--- src/hdl/uartrxq_pkg.sv ---
`timescale 1ns / 1ps
// ----------------------------------------------------------------------------
// uartrxq_pkg
// Shared types and constants for the four-lane 3x oversampled UART receiver.
// ----------------------------------------------------------------------------
package uartrxq_pkg;

  localparam int unsigned LANES       = 4;
  localparam int unsigned BYTE_W      = 8;
  localparam int unsigned BIT_IDX_W   = 3;
  localparam int unsigned CFG_IDX_W   = 1;
  localparam int unsigned IN_TDATA_W  = 8;
  localparam int unsigned OUT_TDATA_W = 40;

  // Register indexes on the configuration channel
  localparam logic [CFG_IDX_W-1:0] REG_ON_BYTE  = 1'd0;
  localparam logic [CFG_IDX_W-1:0] REG_OFF_BYTE = 1'd1;

  // Register reset values
  localparam logic [BYTE_W-1:0] ON_BYTE_RST  = 8'b1001_0000;
  localparam logic [BYTE_W-1:0] OFF_BYTE_RST = 8'b1000_0000;

  // Frame sequencer phases; data bit index is kept in a separate counter
  typedef enum logic [11:0] {
    PH_INITIAL     = 12'b0000_0000_0001,
    PH_IDLE_1      = 12'b0000_0000_0010,
    PH_IDLE_11     = 12'b0000_0000_0100,
    PH_START_0     = 12'b0000_0000_1000,
    PH_START_00    = 12'b0000_0001_0000,
    PH_GAP_A       = 12'b0000_0010_0000,
    PH_GAP_B       = 12'b0000_0100_0000,
    PH_CAP         = 12'b0000_1000_0000,
    PH_STOP_GAP_0  = 12'b0001_0000_0000,
    PH_STOP_GAP_00 = 12'b0010_0000_0000,
    PH_STOP_1      = 12'b0100_0000_0000,
    PH_STOP_11     = 12'b1000_0000_0000
  } phase_t;

  // What one lane reports to the merge stage each tick
  typedef struct packed {
    logic              done;   // frame completes on this sample
    logic [BYTE_W-1:0] data;   // assembled byte held by the lane
  } lane_rpt_t;

  // Configuration write
  typedef struct packed {
    logic                 wr;
    logic [CFG_IDX_W-1:0] idx;
    logic [BYTE_W-1:0]    data;
  } cfg_wr_t;

endpackage

--- src/hdl/uartrxq_lane.sv ---
`timescale 1ns / 1ps
// ----------------------------------------------------------------------------
// uartrxq_lane
// One receive lane: frame sequencer plus LSB-first shift register.
// ----------------------------------------------------------------------------
module uartrxq_lane (
  input  logic                   clk,
  input  logic                   rst_n,
  input  logic                   step,
  input  logic                   sample,
  output uartrxq_pkg::lane_rpt_t rpt
);
  import uartrxq_pkg::*;

  phase_t                 phase_r, phase_nxt;
  logic [BIT_IDX_W-1:0]   bit_r, bit_nxt;
  logic [BYTE_W-1:0]      shift_r;
  phase_t                 brk;

  // Next phase of the frame table
  always_comb begin
    brk       = sample ? PH_IDLE_1 : PH_INITIAL;
    phase_nxt = brk;
    bit_nxt   = bit_r;
    case (phase_r)
      PH_INITIAL:     phase_nxt = sample ? PH_IDLE_1 : PH_INITIAL;
      PH_IDLE_1:      phase_nxt = sample ? PH_IDLE_11 : PH_INITIAL;
      PH_IDLE_11:     phase_nxt = sample ? PH_IDLE_11 : PH_START_0;
      PH_START_0:     phase_nxt = sample ? brk : PH_START_00;
      PH_START_00: begin
        phase_nxt = PH_GAP_A;
        bit_nxt   = '0;
      end
      PH_GAP_A:       phase_nxt = PH_GAP_B;
      PH_GAP_B:       phase_nxt = PH_CAP;
      PH_CAP: begin
        if (bit_r == {BIT_IDX_W{1'b1}}) begin
          phase_nxt = PH_STOP_GAP_0;
        end else begin
          phase_nxt = PH_GAP_A;
          bit_nxt   = bit_r + 1'b1;
        end
      end
      PH_STOP_GAP_0:  phase_nxt = sample ? PH_STOP_1 : PH_STOP_GAP_00;
      PH_STOP_GAP_00: phase_nxt = sample ? PH_STOP_1 : PH_INITIAL;
      PH_STOP_1:      phase_nxt = sample ? PH_STOP_11 : PH_INITIAL;
      PH_STOP_11:     phase_nxt = sample ? PH_IDLE_11 : PH_START_0;
      default:        phase_nxt = brk;
    endcase
  end

  // Advance the sequencer on each transfer
  always_ff @(posedge clk) begin
    if (!rst_n) begin
      phase_r <= PH_INITIAL;
      bit_r   <= '0;
    end else if (step) begin
      phase_r <= phase_nxt;
      bit_r   <= bit_nxt;
    end
  end

  // Capture the middle sample of each data bit from the top
  always_ff @(posedge clk) begin
    if (step && phase_nxt == PH_CAP) begin
      shift_r <= {sample, shift_r[BYTE_W-1:1]};
    end
  end

  assign rpt.done = (phase_nxt == PH_STOP_11);
  assign rpt.data = shift_r;

endmodule

--- src/hdl/uartrxq_merge.sv ---
`timescale 1ns / 1ps
// ----------------------------------------------------------------------------
// uartrxq_merge
// Match registers and shared indicator; highest completing lane decides.
// ----------------------------------------------------------------------------
module uartrxq_merge (
  input  logic                   clk,
  input  logic                   rst_n,
  input  logic                   step,
  input  uartrxq_pkg::cfg_wr_t   cfg,
  input  uartrxq_pkg::lane_rpt_t rpt [uartrxq_pkg::LANES],
  output logic                   indicator
);
  import uartrxq_pkg::*;

  logic [BYTE_W-1:0] on_byte_r, off_byte_r;
  logic              ind_r, ind_nxt;

  // Hold the match registers
  always_ff @(posedge clk) begin
    if (!rst_n) begin
      on_byte_r  <= ON_BYTE_RST;
      off_byte_r <= OFF_BYTE_RST;
    end else if (cfg.wr) begin
      case (cfg.idx)
        REG_ON_BYTE:  on_byte_r  <= cfg.data;
        REG_OFF_BYTE: off_byte_r <= cfg.data;
        default: ;
      endcase
    end
  end

  // Walk lanes low to high so the highest completion wins
  always_comb begin
    ind_nxt = ind_r;
    for (int k = 0; k < LANES; k++) begin
      if (rpt[k].done) begin
        if (rpt[k].data == on_byte_r) begin
          ind_nxt = 1'b1;
        end else if (rpt[k].data == off_byte_r) begin
          ind_nxt = 1'b0;
        end
      end
    end
  end

  always_ff @(posedge clk) begin
    if (!rst_n) begin
      ind_r <= 1'b0;
    end else if (step) begin
      ind_r <= ind_nxt;
    end
  end

  assign indicator = ind_r;

endmodule

--- src/hdl/oversampled_uart_rx_quad.sv ---
`timescale 1ns / 1ps
// ----------------------------------------------------------------------------
// oversampled_uart_rx_quad
// Four 8N1 receivers at 3x oversampling with a shared on/off indicator.
// ----------------------------------------------------------------------------
// Usage:
//   in_*  : one transfer per oversampling tick; in_tdata[3:0] holds one
//           sample of the four lines, bit k for lane k.
//   out_* : one transfer per input transfer; carries the lanes that finished
//           a frame on that tick, each lane's last assembled byte and the
//           indicator level after the tick.
//   cfg_* : register writes (index 0 on_byte, index 1 off_byte), always
//           accepted; write only while no result is pending.
// A result is valid in the cycle after its sample is accepted.
// Throughput is one sample per cycle unless stalled; each lane does one table
// step per tick and the merge stage resolves the indicator in the same cycle.
// When the receiver stalls, the result register holds and in_tready drops
// until it is taken; a result taken in a cycle frees room for a new sample
// in that same cycle.
// Reset puts every lane in its initial state, clears the indicator and
// loads on_byte = 0x90, off_byte = 0x80. Lane bytes are meaningless until
// that lane has captured eight bits.
// ----------------------------------------------------------------------------
module oversampled_uart_rx_quad (
  input  logic                                  clk,
  input  logic                                  rst_n,
  // line_sample[3:0], zero padded
  input  logic [uartrxq_pkg::IN_TDATA_W-1:0]    in_tdata,
  input  logic                                  in_tvalid,
  output logic                                  in_tready,
  // byte_ready[3:0], lane0_byte[11:4], lane1_byte[19:12], lane2_byte[27:20],
  // lane3_byte[35:28], indicator[36], zero padded
  output logic [uartrxq_pkg::OUT_TDATA_W-1:0]   out_tdata,
  output logic                                  out_tvalid,
  input  logic                                  out_tready,
  input  logic                                  cfg_valid,
  output logic                                  cfg_ready,
  input  logic [uartrxq_pkg::CFG_IDX_W-1:0]     cfg_index,
  input  logic [uartrxq_pkg::BYTE_W-1:0]        cfg_data
);
  import uartrxq_pkg::*;

  logic              in_xfer;
  logic              out_valid_r, out_valid_nxt;
  logic [LANES-1:0]  ready_r;
  logic [LANES-1:0]  done;
  lane_rpt_t         rpt [LANES];
  cfg_wr_t           cfg;
  logic              indicator;

  assign in_tready = !out_valid_r || out_tready;
  assign in_xfer   = in_tvalid && in_tready;
  assign cfg_ready = 1'b1;

  assign cfg.wr   = cfg_valid && cfg_ready;
  assign cfg.idx  = cfg_index;
  assign cfg.data = cfg_data;

  // Lanes
  for (genvar k = 0; k < LANES; k++) begin : g_lane
    uartrxq_lane u_lane (
      .clk    (clk),
      .rst_n  (rst_n),
      .step   (in_xfer),
      .sample (in_tdata[k]),
      .rpt    (rpt[k])
    );
    assign done[k] = rpt[k].done;
  end

  uartrxq_merge u_merge (
    .clk       (clk),
    .rst_n     (rst_n),
    .step      (in_xfer),
    .cfg       (cfg),
    .rpt       (rpt),
    .indicator (indicator)
  );

  // Result valid: set on an input transfer, drop once taken
  always_comb begin
    out_valid_nxt = out_valid_r;
    if (in_xfer) begin
      out_valid_nxt = 1'b1;
    end else if (out_tready) begin
      out_valid_nxt = 1'b0;
    end
  end

  always_ff @(posedge clk) begin
    if (!rst_n) begin
      out_valid_r <= 1'b0;
    end else begin
      out_valid_r <= out_valid_nxt;
    end
  end

  // Hold completion flags alongside the result
  always_ff @(posedge clk) begin
    if (in_xfer) begin
      ready_r <= done;
    end
  end

  assign out_tvalid = out_valid_r;
  assign out_tdata  = {3'b000, indicator,
                       rpt[3].data, rpt[2].data, rpt[1].data, rpt[0].data,
                       ready_r};

  // An accepted sample always yields a result next cycle
  a_result_follows: assert property (@(posedge clk) disable iff (!rst_n)
    in_xfer |=> out_valid_r)
    else $error("no result after accepted sample");

  // An empty result register never blocks the input
  a_ready_when_empty: assert property (@(posedge clk) disable iff (!rst_n)
    !out_valid_r |-> in_tready)
    else $error("input blocked with empty result register");

  // The indicator only moves on a tick where some lane completed a frame
  a_ind_needs_frame: assert property (@(posedge clk) disable iff (!rst_n)
    ($past(rst_n) && indicator != $past(indicator)) |->
      ($past(in_xfer) && ready_r != '0))
    else $error("indicator changed without a completed frame");

endmodule

--- config.mk ---
export PLATFORM = sky130hd
export DESIGN_NAME = oversampled_uart_rx_quad
export DESIGN_NICKNAME = d
export VERILOG_FILES = /design/src/hdl/uartrxq_pkg.sv /design/src/hdl/uartrxq_lane.sv /design/src/hdl/uartrxq_merge.sv /design/src/hdl/oversampled_uart_rx_quad.sv
export SDC_FILE = /design/constraint.sdc
export NUM_CORES = 1
export LEC_CHECK = 0
export ABC_AREA = 1
export ABC_CLOCK_PERIOD_IN_PS = 2390
export BUFFER_PORTS_ARGS = -buffer_cell sky130_fd_sc_hd__buf_4
export CAP_MARGIN = 15
export CELL_PAD_IN_SITES_DETAIL_PLACEMENT = 1
export CELL_PAD_IN_SITES_GLOBAL_PLACEMENT = 1
export CORE_ASPECT_RATIO = 0.75
export CORE_MARGIN = 4
export CORE_UTILIZATION = 41
export DETAILED_ROUTE_END_ITERATION = 16
export GPL_ROUTABILITY_DRIVEN = 0
export GPL_TIMING_DRIVEN = 0
export PLACE_DENSITY = 0.84
export SYNTH_ARGS = -nofsm -noshare
export SYNTH_HDL_FRONTEND = slang
export SYNTH_SLANG_ARGS = --single-unit
--- constraint.sdc ---
create_clock -name clk -period 2.39 [get_ports clk]
set_input_delay 0.3585 -clock clk [delete_from_list [all_inputs] [get_ports clk]]
set_output_delay 0.3585 -clock clk [all_outputs]
set_load 0.1 [all_outputs]
* Word level (Yosys, flattened, before mapping)
Cells that the tools add are included.
** Operators by class
- Divide/modulo/power cells :: 0
- Reduce and logical (&&, ||, !) cells :: 22
- Eq/ne operators :: 68
- Multiply operators :: 0
- Multiplexer cells :: 58
- Shift operators :: 0
- Add/sub/neg operators :: 4
- Bitwise logic cells :: 1
- $lt $le $gt $ge :: 0
** Operators with widths (count)
- $pmux W12 S10 :: 4
- $eq A12 B12 Y1 const B :: 8
- $eq A12 B8 Y1 const B :: 8
- $mux W12 :: 8
- $mux W11 :: 8
- $eq A8 B8 Y1 :: 8
- $eq A12 B10 Y1 const B :: 4
- $eq A12 B11 Y1 const B :: 4
- $eq A12 B2 Y1 const B :: 4
- $eq A12 B3 Y1 const B :: 4
- $eq A12 B4 Y1 const B :: 4
- $eq A12 B5 Y1 const B :: 4
- $eq A12 B6 Y1 const B :: 4
- $eq A12 B7 Y1 const B :: 4
- $eq A12 B9 Y1 const B :: 4
- $mux W9 :: 4
- $mux W3 :: 8
- $pmux W3 S2 :: 4
- $mux W4 :: 4
- $mux W1 :: 14
- $add A3 B1 Y3 const B :: 4
- $eq A3 B3 Y1 const B :: 4
- $reduce_and A3 Y1 :: 4
- $reduce_bool A2 Y1 :: 5
- other kinds (8) :: 22
** Word-level totals
- Bits in registers :: 114
- Bits in writable memories :: 0
- Word-level logic and storage cells :: 170
- Latch bits :: 0
- Output and inout port bits :: 43
- Memories kept :: 0
- Bits in read-only memories :: 0
- Input bits :: 22

* Longest topological paths before layout
Gate-level depths: netlist (run 1).
- Depth in word-level cells :: 14
- Mapped depth :: 17
- Mapped depth without buffers :: 16

* By module
From an unflattened synthesis (run 1), not the netlist that was laid out.
** Second synthesis, totals
- Cell total of the unflattened synthesis :: 888
- Area total of the unflattened synthesis :: 6379.9 um2
** Modules (own cells, without submodules)
- uartrxq_lane (g_lane[0].u_lane ...) :: sequential area each 540.5 um2, cells an instance 158, area an instance 1157.4 um2, times used 3
- uartrxq_merge :: sequential area each 340.3 um2, cells an instance 240, area an instance 1460.2 um2, times used 1
- uartrxq_lane (g_lane[3].u_lane) :: sequential area each 540.5 um2, cells an instance 156, area an instance 1231.2 um2, times used 1
- oversampled_uart_rx_quad :: sequential area each 140.1 um2, cells an instance 18, area an instance 216.5 um2, times used 1

* Worst setup path after synthesis (run 1)
No wires, ideal clock.
- Path kind :: register to register
- Start :: reg out_valid_r (netlist: out_tvalid)
- End :: reg g_lane[0].u_lane.shift_r[0] (enable)
- Slack :: -0.580 ns
- Clock period less this slack :: 2.970 ns
- Setup time :: 0.284 ns
- Path buffers :: 2
- Required time :: 2.106 ns
- Cell stages (with the launch flop) :: 6
- Arrival :: 2.685 ns
- Cells stage by stage :: dfxtp_1 nand2_1 nand2_1 buf_2 buf_1 nor2_1
** On the way
- Longest elaborated chain between the ends :: 4
** Ends and longest elaborated chain
- start, declared :: line oversampled_uart_rx_quad.sv:44 : logic out_valid_r, out_valid_nxt;
- start signal, assigned :: line oversampled_uart_rx_quad.sv:94 : out_valid_r <= out_valid_nxt;
- $logic_not A1 Y1 :: line oversampled_uart_rx_quad.sv:51 : assign in_tready = !out_valid_r || out_tready;
- $logic_or A1 B1 Y1 :: line oversampled_uart_rx_quad.sv:51
- net in_tready :: line oversampled_uart_rx_quad.sv:30 : output logic in_tready,
- $logic_and A1 B1 Y1 :: line oversampled_uart_rx_quad.sv:52 : assign in_xfer = in_tvalid && in_tready;
- $logic_and A1 B1 Y1 :: line uartrxq_lane.sv:65 : if (step && phase_nxt == PH_CAP) begin
- end signal, assigned :: line uartrxq_lane.sv:66 : shift_r <= {sample, shift_r[BYTE_W-1:1]};
- end, declared :: line uartrxq_lane.sv:17 : logic [BYTE_W-1:0] shift_r;
The timed path passes the listed nets, and every way through them passes these cells.
A chain may end at the register's enable or synchronous reset.

* Final worst setup path (run 1)
- Start :: reg out_valid_r (netlist: out_tvalid)
- End :: reg g_lane[0].u_lane.shift_r[4] (enable)
** On the way
- Longest elaborated chain between the ends :: 4
** Ends and longest elaborated chain (line)
- $logic_not A1 Y1 :: oversampled_uart_rx_quad.sv:51
- $logic_or A1 B1 Y1 :: oversampled_uart_rx_quad.sv:51
- $logic_and A1 B1 Y1 :: oversampled_uart_rx_quad.sv:52
- $logic_and A1 B1 Y1 :: uartrxq_lane.sv:65
No other way between the ends.

==> results of run 1 <==
## area by class of cell
| cell class | instances | area, µm² |
|---|---|---|
| Fill cell | 1827 | 7120 |
| Multi-Input combinational cell | 534 | 2830 |
| Timing Repair Buffer | 56 | 420 |
| Buffer | 33 | 146 |
| Sequential cell | 114 | 2640 |
| Clock inverter | 13 | 134 |
| Clock buffer | 19 | 443 |
| Tap cell | 200 | 250 |
| Inverter | 111 | 419 |
## flip-flops by register name, indices dropped and copies added, names as in the netlist
| name | cells |
|---|---|
| out_tvalid | 1 |
| u_merge.indicator | 1 |
| g_lane.u_lane.phase_r | 48 |
| ready_r | 4 |
| g_lane.u_lane.bit_r | 12 |
| u_merge.off_byte_r | 8 |
| g_lane.u_lane.shift_r | 32 |
| u_merge.on_byte_r | 8 |
## kinds of logic (layout without fill, tap and decap cells)
kind of cell,Yosys count,after routing,synth area share (%)
and+or+nand+nor,343,343,26.3
buffers and inverters,144,232,9.39
AOI/OAI and AO/OA,134,134,12.1
DFF,114,114,43.9
xor gates and xnor gates,45,45,6.55
adders and majority gates,8,8,1.66
other,2,4,0.125
## cell usage after synthesis, types with 15 or more instances
library cell  number  area (µm²)
xor2_1            22         193
nand4_1           38         238
nand2_1          148         556
a21oi_1           62         310
nor4_1            15        93.8
nor2_1            70         263
inv_1            107         402
dfxtp_1           78        1560
xnor2_1           23         201
clkbuf_1          22        82.6
edfxtp_1          36        1080
o21ai_0           49         245
nand3_1           37         185
## stage by stage
stage               utilization, %  hold slack [ns]  setup slack (ns)  instances  area, µm²
detailed placement            46.5            0.462            0.0189       1048       6700
CTS                           50.5            0.139             0.154       1080       7280
finish                        50.6            0.156             0.239       1080       7290
global route                  50.6            0.145            0.0285       1080       7290
global placement              46.5            0.453            0.0289       1048       6700
floorplan                        -            0.438            0.0812        792       6030
## critical path: stages, from the launching register on
cell and delay, ns:
dfxtp_2 0.32, nand2_2 0.07, nand2_1 0.06, buf_2 0.19, buf_1 0.36, nor2_1 0.76
## worst max-delay path by stage
stage / endpoint / slack [ns] / depth (start not counted) / from
2_1_floorplan: g_lane[1].u_lane.shift_r[0]$_DFFE_PP_ / 0.08 / 6 / out_tvalid$_SDFFE_PN0P_
3_3_place_gp: g_lane[0].u_lane.shift_r[0]$_DFFE_PP_ / 0.03 / 7 / out_tready
3_5_place_dp: g_lane[1].u_lane.shift_r[3]$_DFFE_PP_ / 0.02 / 8 / out_tready
4_1_cts: g_lane[1].u_lane.shift_r[5]$_DFFE_PP_ / 0.15 / 5 / g_lane[1].u_lane.phase_r[9]$_SDFFE_PN0P_
5_1_grt: u_merge.indicator$_SDFFE_PN0P_ / 0.03 / 14 / g_lane[0].u_lane.phase_r[4]$_SDFFE_PN0P_
6_report: g_lane[0].u_lane.shift_r[4]$_DFFE_PP_ / 0.24 / 5 / out_tvalid$_SDFFE_PN0P_
## power by group
| part | internal [mW] | switching [mW] | leakage, nW |
|---|---|---|---|
| Clock | 1.56 | 0.966 | 0.278 |
| Sequential | 2.06 | 0.0726 | 0.968 |
| Combinational | 0.183 | 0.475 | 1.87 |
| Total | 3.80 | 1.51 | 3.12 |
## layer usage
| metal | up-vias | wire length [µm] | global-route usage, % |
|---|---|---|---|
| li1 | 2777 | - | - |
| met1 | 2806 | 9500 | 34.4 |
| met2 | 161 | 8640 | 36.0 |
| met3 | 23 | 1320 | 5.68 |
| met4 | 0 | 233 | 6.34 |
| met5 | - | 0 | 0 |
==> out/metrics.cfg, run 1 <==
[run_status]
outcome = finished clean

[floorplan]
num_rows = 38
dieWidth_um = 148
core_area_um2 = 14400
io_pins = 65
die-area_um2 = 16700
start_util_pct = 41.8
die_h_um = 113

[placement]
dpl.hpwl_mm = 14.4
numPortBuffers = 56

[hold_path]
hold_end = g_lane[3].u_lane.shift_r[7]$_DFFE_PP_
hold_path.class = in -> reg
hold_depth = 1
min-delay-start = in_tdata[3]

[job]
cap_violations = 0

[synth]
yosysSeqAreaShare_pct = 43.9
syn_inst = 790
syn_area_um2 = 6020
async_flop_share_pct = 0
yosys_warnings = 0
synth-seq-cells = 114
avgSynthCellArea_um2 = 7.62
ys.flop_type = dfxtp_1
synth_cell_types = 40
synth_edf_count = 36

[global_route]
grt_pass1_wl_mm = 30.9
grt.overflow.total = 0
gr-usage-all-layers_pct = 23.8
first_global_vias = 5764
antenna_found_initial = 0
grt_max_degree = 17

[critical_path]
regToRegSetupSlack_ns = 0.24
crit_type = reg -> reg
worst_ep_arrival_time_ns = 2.20
worst-r2r-cell-count = 5
worst_setup_path_end_kind = flop
path_max_fanout = 10
r2r_end = g_lane[0].u_lane.shift_r[4]$_DFFE_PP_
r2r-start = out_tvalid$_SDFFE_PN0P_
cp.required_ns = 2.44
cp-start-kind = flop

[layout]
num_antenna_cells = 0
area_growth_syn_to_layout_pct = 21.0
final_cell_mix = nand2_1 (147), inv_1 (107), dfxtp_1 (77), nor2_1 (67), a21oi_1 (62)
final_nets = 897
layout-drive-gt1-share_pct = 13.6
final_common_cell = nand2_1

[clock_tree]
clk_pin_slew_ns = 0.06
h-tree-depth = 4
cts_resized = 0
clockRootBuffer = clkbuf_16
cts_tree = done
cts_made_buffers = 17
numClockSinks = 114
cts_buffer_depth = 2
clk_latency_ns = 0.43
cts_setup_buffers = 0
holdBufCountCts = 0

[detailed_routing]
vias = 5767
drt_iter0_drc = 391
wl_per_cell_um = 18.2
viasPerCell = 5.34
drt-pass1-iter-count = 5
drc = 0
ant_nets = 0
wirelength_mm = 19.7

[timing]
fin_crit_sh_pct = 90.0
finalSetupTns_ns = 0
slew-limit-headroom_pct = 38.8
max_freq_ghz = 0.465
finalSetupViolations = 0
slew_viol_final = 0
hold_viol_final = 0
clock_skew_ns = 0.00792
rsz0062_at_grt = no
worst_pin_slew_ns = 0.919
post-route-min-period_ns = 2.15

[power]
p_total_mw = 5.32
irDropWorstVdd_mv = 0.449
pwr_density_cell_nw_per_um2 = 730
p_leak_nw = 3.12

Note: power is estimated with default switching activity, not from simulation.
==> run 2, diff against run 1 <==
--- a/config.mk
+++ b/config.mk
@@ -17,7 +17,8 @@
 export DETAILED_ROUTE_END_ITERATION = 16
 export GPL_ROUTABILITY_DRIVEN = 0
 export GPL_TIMING_DRIVEN = 0
-export PLACE_DENSITY = 0.84
+export PLACE_DENSITY = 0.85
 export SYNTH_ARGS = -nofsm -noshare
 export SYNTH_HDL_FRONTEND = slang
+export SYNTH_HIERARCHICAL = 1
 export SYNTH_SLANG_ARGS = --single-unit
==> out/metrics.cfg, run 2 <==
[synth]
yosysSeqAreaShare_pct = 41.4  ; -2.5 points
yosysTopAreaCellShare_pct = 24.5  ; -1.5 points
synth_edf_count = 36  ; unchanged
avgSynthCellArea_um2 = 7.18  ; -5.7%
synth_cell_types = 40  ; unchanged
yosys-top-cells-count = nand2_1 (214), inv_1 (115), nor2_1 (97), dfxtp_1 (78), a21oi_1 (70)
async_flop_share_pct = 0  ; unchanged
yosysMostFrequentCell = nand2_1
synth-seq-cells = 114  ; unchanged
netlist_top_cells_area = dfxtp_1 (24%), edfxtp_1 (17%), nand2_1 (13%), inv_1 (6.8%), nor2_1 (5.7%)
ys.flop_type = dfxtp_1
syn_inst = 888  ; +12%
syn_area_um2 = 6380  ; +6.0%
yosys_warnings = 6  ; +6
synth_top_area_cell = dfxtp_1

[layout]
reg.largest.list = g_lane.u_lane/phase_r: 48 flops, g_lane.u_lane/shift_r: 32 flops, g_lane.u_lane/bit_r: 12 flops
largest_reg_flops = 48  ; unchanged
final_common_cell = nand2_1
design_area_um2 = 8150  ; +12%
area_growth_syn_to_layout_pct = 27.8
num_antenna_cells = 0  ; unchanged
layout-drive-gt1-share_pct = 24.6  ; +11 points
largest-register = g_lane.u_lane/phase_r
final_nets = 1033  ; +15%
final_cell_mix = nand2_1 (197), inv_1 (112), buf_4 (98), nor2_1 (74), a21oi_1 (68)

[critical_path]
cp-start-kind = flop
crit_type = reg -> reg
worst_setup_path_end_kind = flop
worst_ep_arrival_time_ns = 2.74  ; +0.54 ns
cp.required_ns = 2.71  ; +0.27 ns
path_max_fanout = 4  ; -6

[power]
pwr_density_cell_nw_per_um2 = 646  ; -11%
p_leak_nw = 3.61  ; +16%
irDropWorstVdd_mv = 0.486  ; +8.3%

[global_route]
gr-usage-met3_pct = 6.87  ; +1.2 points
antenna_found_initial = 0  ; unchanged
grt_pass1_wl_mm = 33.6  ; +8.6%
met2_usage_pct = 38.2  ; +2.2 points
use_met1_pct = 32.2  ; -2.2 points
grt_max_degree = 40  ; +23
gr-usage-all-layers_pct = 23.9  ; +0.087 points
first_global_vias = 6398  ; +11%
grt.overflow.total = 0  ; unchanged
busiest_layer = met2

[placement]
dpl.hpwl_mm = 13.7  ; -4.7%
placed_cell_area_um2 = 7080  ; +5.6%
numPortBuffers = 56  ; unchanged
dpl_worst_slack_ns = -0.615  ; -0.634 ns

[timing]
slew-limit-headroom_pct = 31.5  ; -7.2 points
setup_ws_ns = -0.0330  ; -0.272 ns
max_freq_ghz = 0.413  ; -11%
slew_viol_final = 0  ; unchanged
post-route-min-period_ns = 2.42  ; +0.272 ns
finalSetupViolations = 1  ; +1
clock_skew_ns = 0.0169  ; +0.00898 ns
fin_crit_sh_pct = 101  ; +11 points
worst_pin_slew_ns = 1.03  ; +0.109 ns
rsz0062_at_grt = yes
hold_viol_final = 0  ; unchanged

[detailed_routing]
wl_per_cell_um = 17.9  ; -1.6%
drc = 0  ; unchanged
ant_nets = 0  ; unchanged
wirelength_mm = 21.9  ; +11%
drt_iter0_drc = 444  ; +14%
viasPerCell = 5.27  ; -1.2%
drt-pass1-iter-count = 7  ; +2
vias = 6440  ; +12%

[clock_tree]
cts_buffer_depth = 2  ; unchanged
h-tree-depth = 4  ; unchanged
holdBufCountCts = 0  ; unchanged
numClockSinks = 114  ; unchanged
clk_latency_ns = 0.43  ; about the same
clockRootBuffer = clkbuf_16
cts_tree = done
cts_made_buffers = 17  ; unchanged
clk_pin_slew_ns = 0.05  ; about the same

[job]
cap_violations = 0  ; unchanged

[run_status]
violations = setup timing
outcome = finished, violations left

[floorplan]
die_h_um = 116  ; +2.7%
core_area_um2 = 15200  ; +5.7%
num_rows = 39  ; +2.6%
io_pins = 65  ; unchanged
start_util_pct = 41.9  ; +0.11 points
dieWidth_um = 152  ; +2.8%
die-area_um2 = 17600  ; +5.6%

[hold_path]
hold_path.class = in -> reg

==> run 2: cell count changes in the layout (fill, tap and decap cells not counted), sizes merged, moves of 13 or more <==
| cell | delta |
|---|---|
| nand4 | -30 |
| nor2 | +38 |
| nand2 | +78 |
| inv | +14 |
| buf | +37 |
| nor4 | -13 |
| clkbuf | -13 |
==> run 2: critical path: stages, from the launching register on <==
cell and delay (ns):
dfxtp_4 0.38, nor2_4 0.05, nand2_4 0.12, nor2_4 0.07, nand2_2 0.07, nand2_2 0.07, buf_4 0.13, buf_4 0.12
buf_4 0.12, buf_4 0.13, buf_4 0.14, buf_4 0.13, buf_4 0.12, buf_4 0.13, buf_4 0.13, buf_4 0.13
nor2_2 0.09, nand2_1 0.06, nand3_1 0.07, nand2_1 0.05
==> run 2: power breakdown <==
part | internal [mW] | switching, mW
logic | 0.255 | 0.549
clock network | 1.43 | 0.895
registers | 2.06 | 0.0831
==> run 2: final cells by class <==
cell class / instances / area (µm²)
plain buffers: 16 / 92.6
clock buffers: 23 / 458
clock inverters: 9 / 65.1
flip-flops and latches: 114 / 2680
multi-input cells: 628 / 3400
well taps: 205 / 256
fillers: 1956 / 7070
repair buffers: 93 / 698
inverters: 133 / 499
==> run 2: metrics by stage <==
| stage | util [%] | power (mW) | hold WS, ns | setup TNS [ns] | std cells |
|---|---|---|---|---|---|
| finish | 53.6 | 5.27 | 0.162 | -0.0330 | 1221 |
| global route | 53.6 | 5.50 | 0.151 | -0.232 | 1221 |
| CTS | 51.7 | 5.21 | 0.155 | 0 | 1208 |
| detailed placement | 46.5 | 2.82 | 0.451 | -15.97 | 1151 |
| global placement | 46.5 | 2.81 | 0.442 | -16.63 | 1151 |
| floorplan | - | 2.63 | 0.427 | 0 | 890 |
==> run 2: routing by layer <==
layer  part of all wire [%]  vias up
met5                      0        -
met4                    1.4        0
met3                    7.6       24
met2                     46      204
met1                     45     3100
li1                       -     3112
==> run 2: cell families after synthesis <==
logic type,share of synthesized area [%]
compound gates,13.9
xor+xnor,3.29
fa+ha+maj,1.57
buf+inv,9.28
flops,41.4
other cells,0.118
simple gates,30.5
==> run 2: what timing repair did <==
item,in CTS,in global routing
pin swaps,15,23
cloned,1,0
setup endpoints to repair,33,2
buffers inserted,24,13
gates resized for setup,28,63
==> run 2: worst paths after layout <==
check / depth (start not counted) / from / slack [ns] / to
worst max-delay path: 19 / g_lane[0].u_lane/phase_r[8]$_SDFFE_PN0P_ / -0.03 / g_lane[0].u_lane/phase_r[0]$_SDFFE_PN1P_
worst min-delay path: 3 / cfg_data[7] / 0.16 / u_merge/on_byte_r[7]$_SDFFE_PN1P_
worst max register to register: 19 / g_lane[0].u_lane/phase_r[8]$_SDFFE_PN0P_ / -0.03 / g_lane[0].u_lane/phase_r[0]$_SDFFE_PN1P_
worst min register to register: 2 / g_lane[3].u_lane/bit_r[1]$_SDFFE_PN0P_ / 0.46 / g_lane[3].u_lane/bit_r[1]$_SDFFE_PN0P_
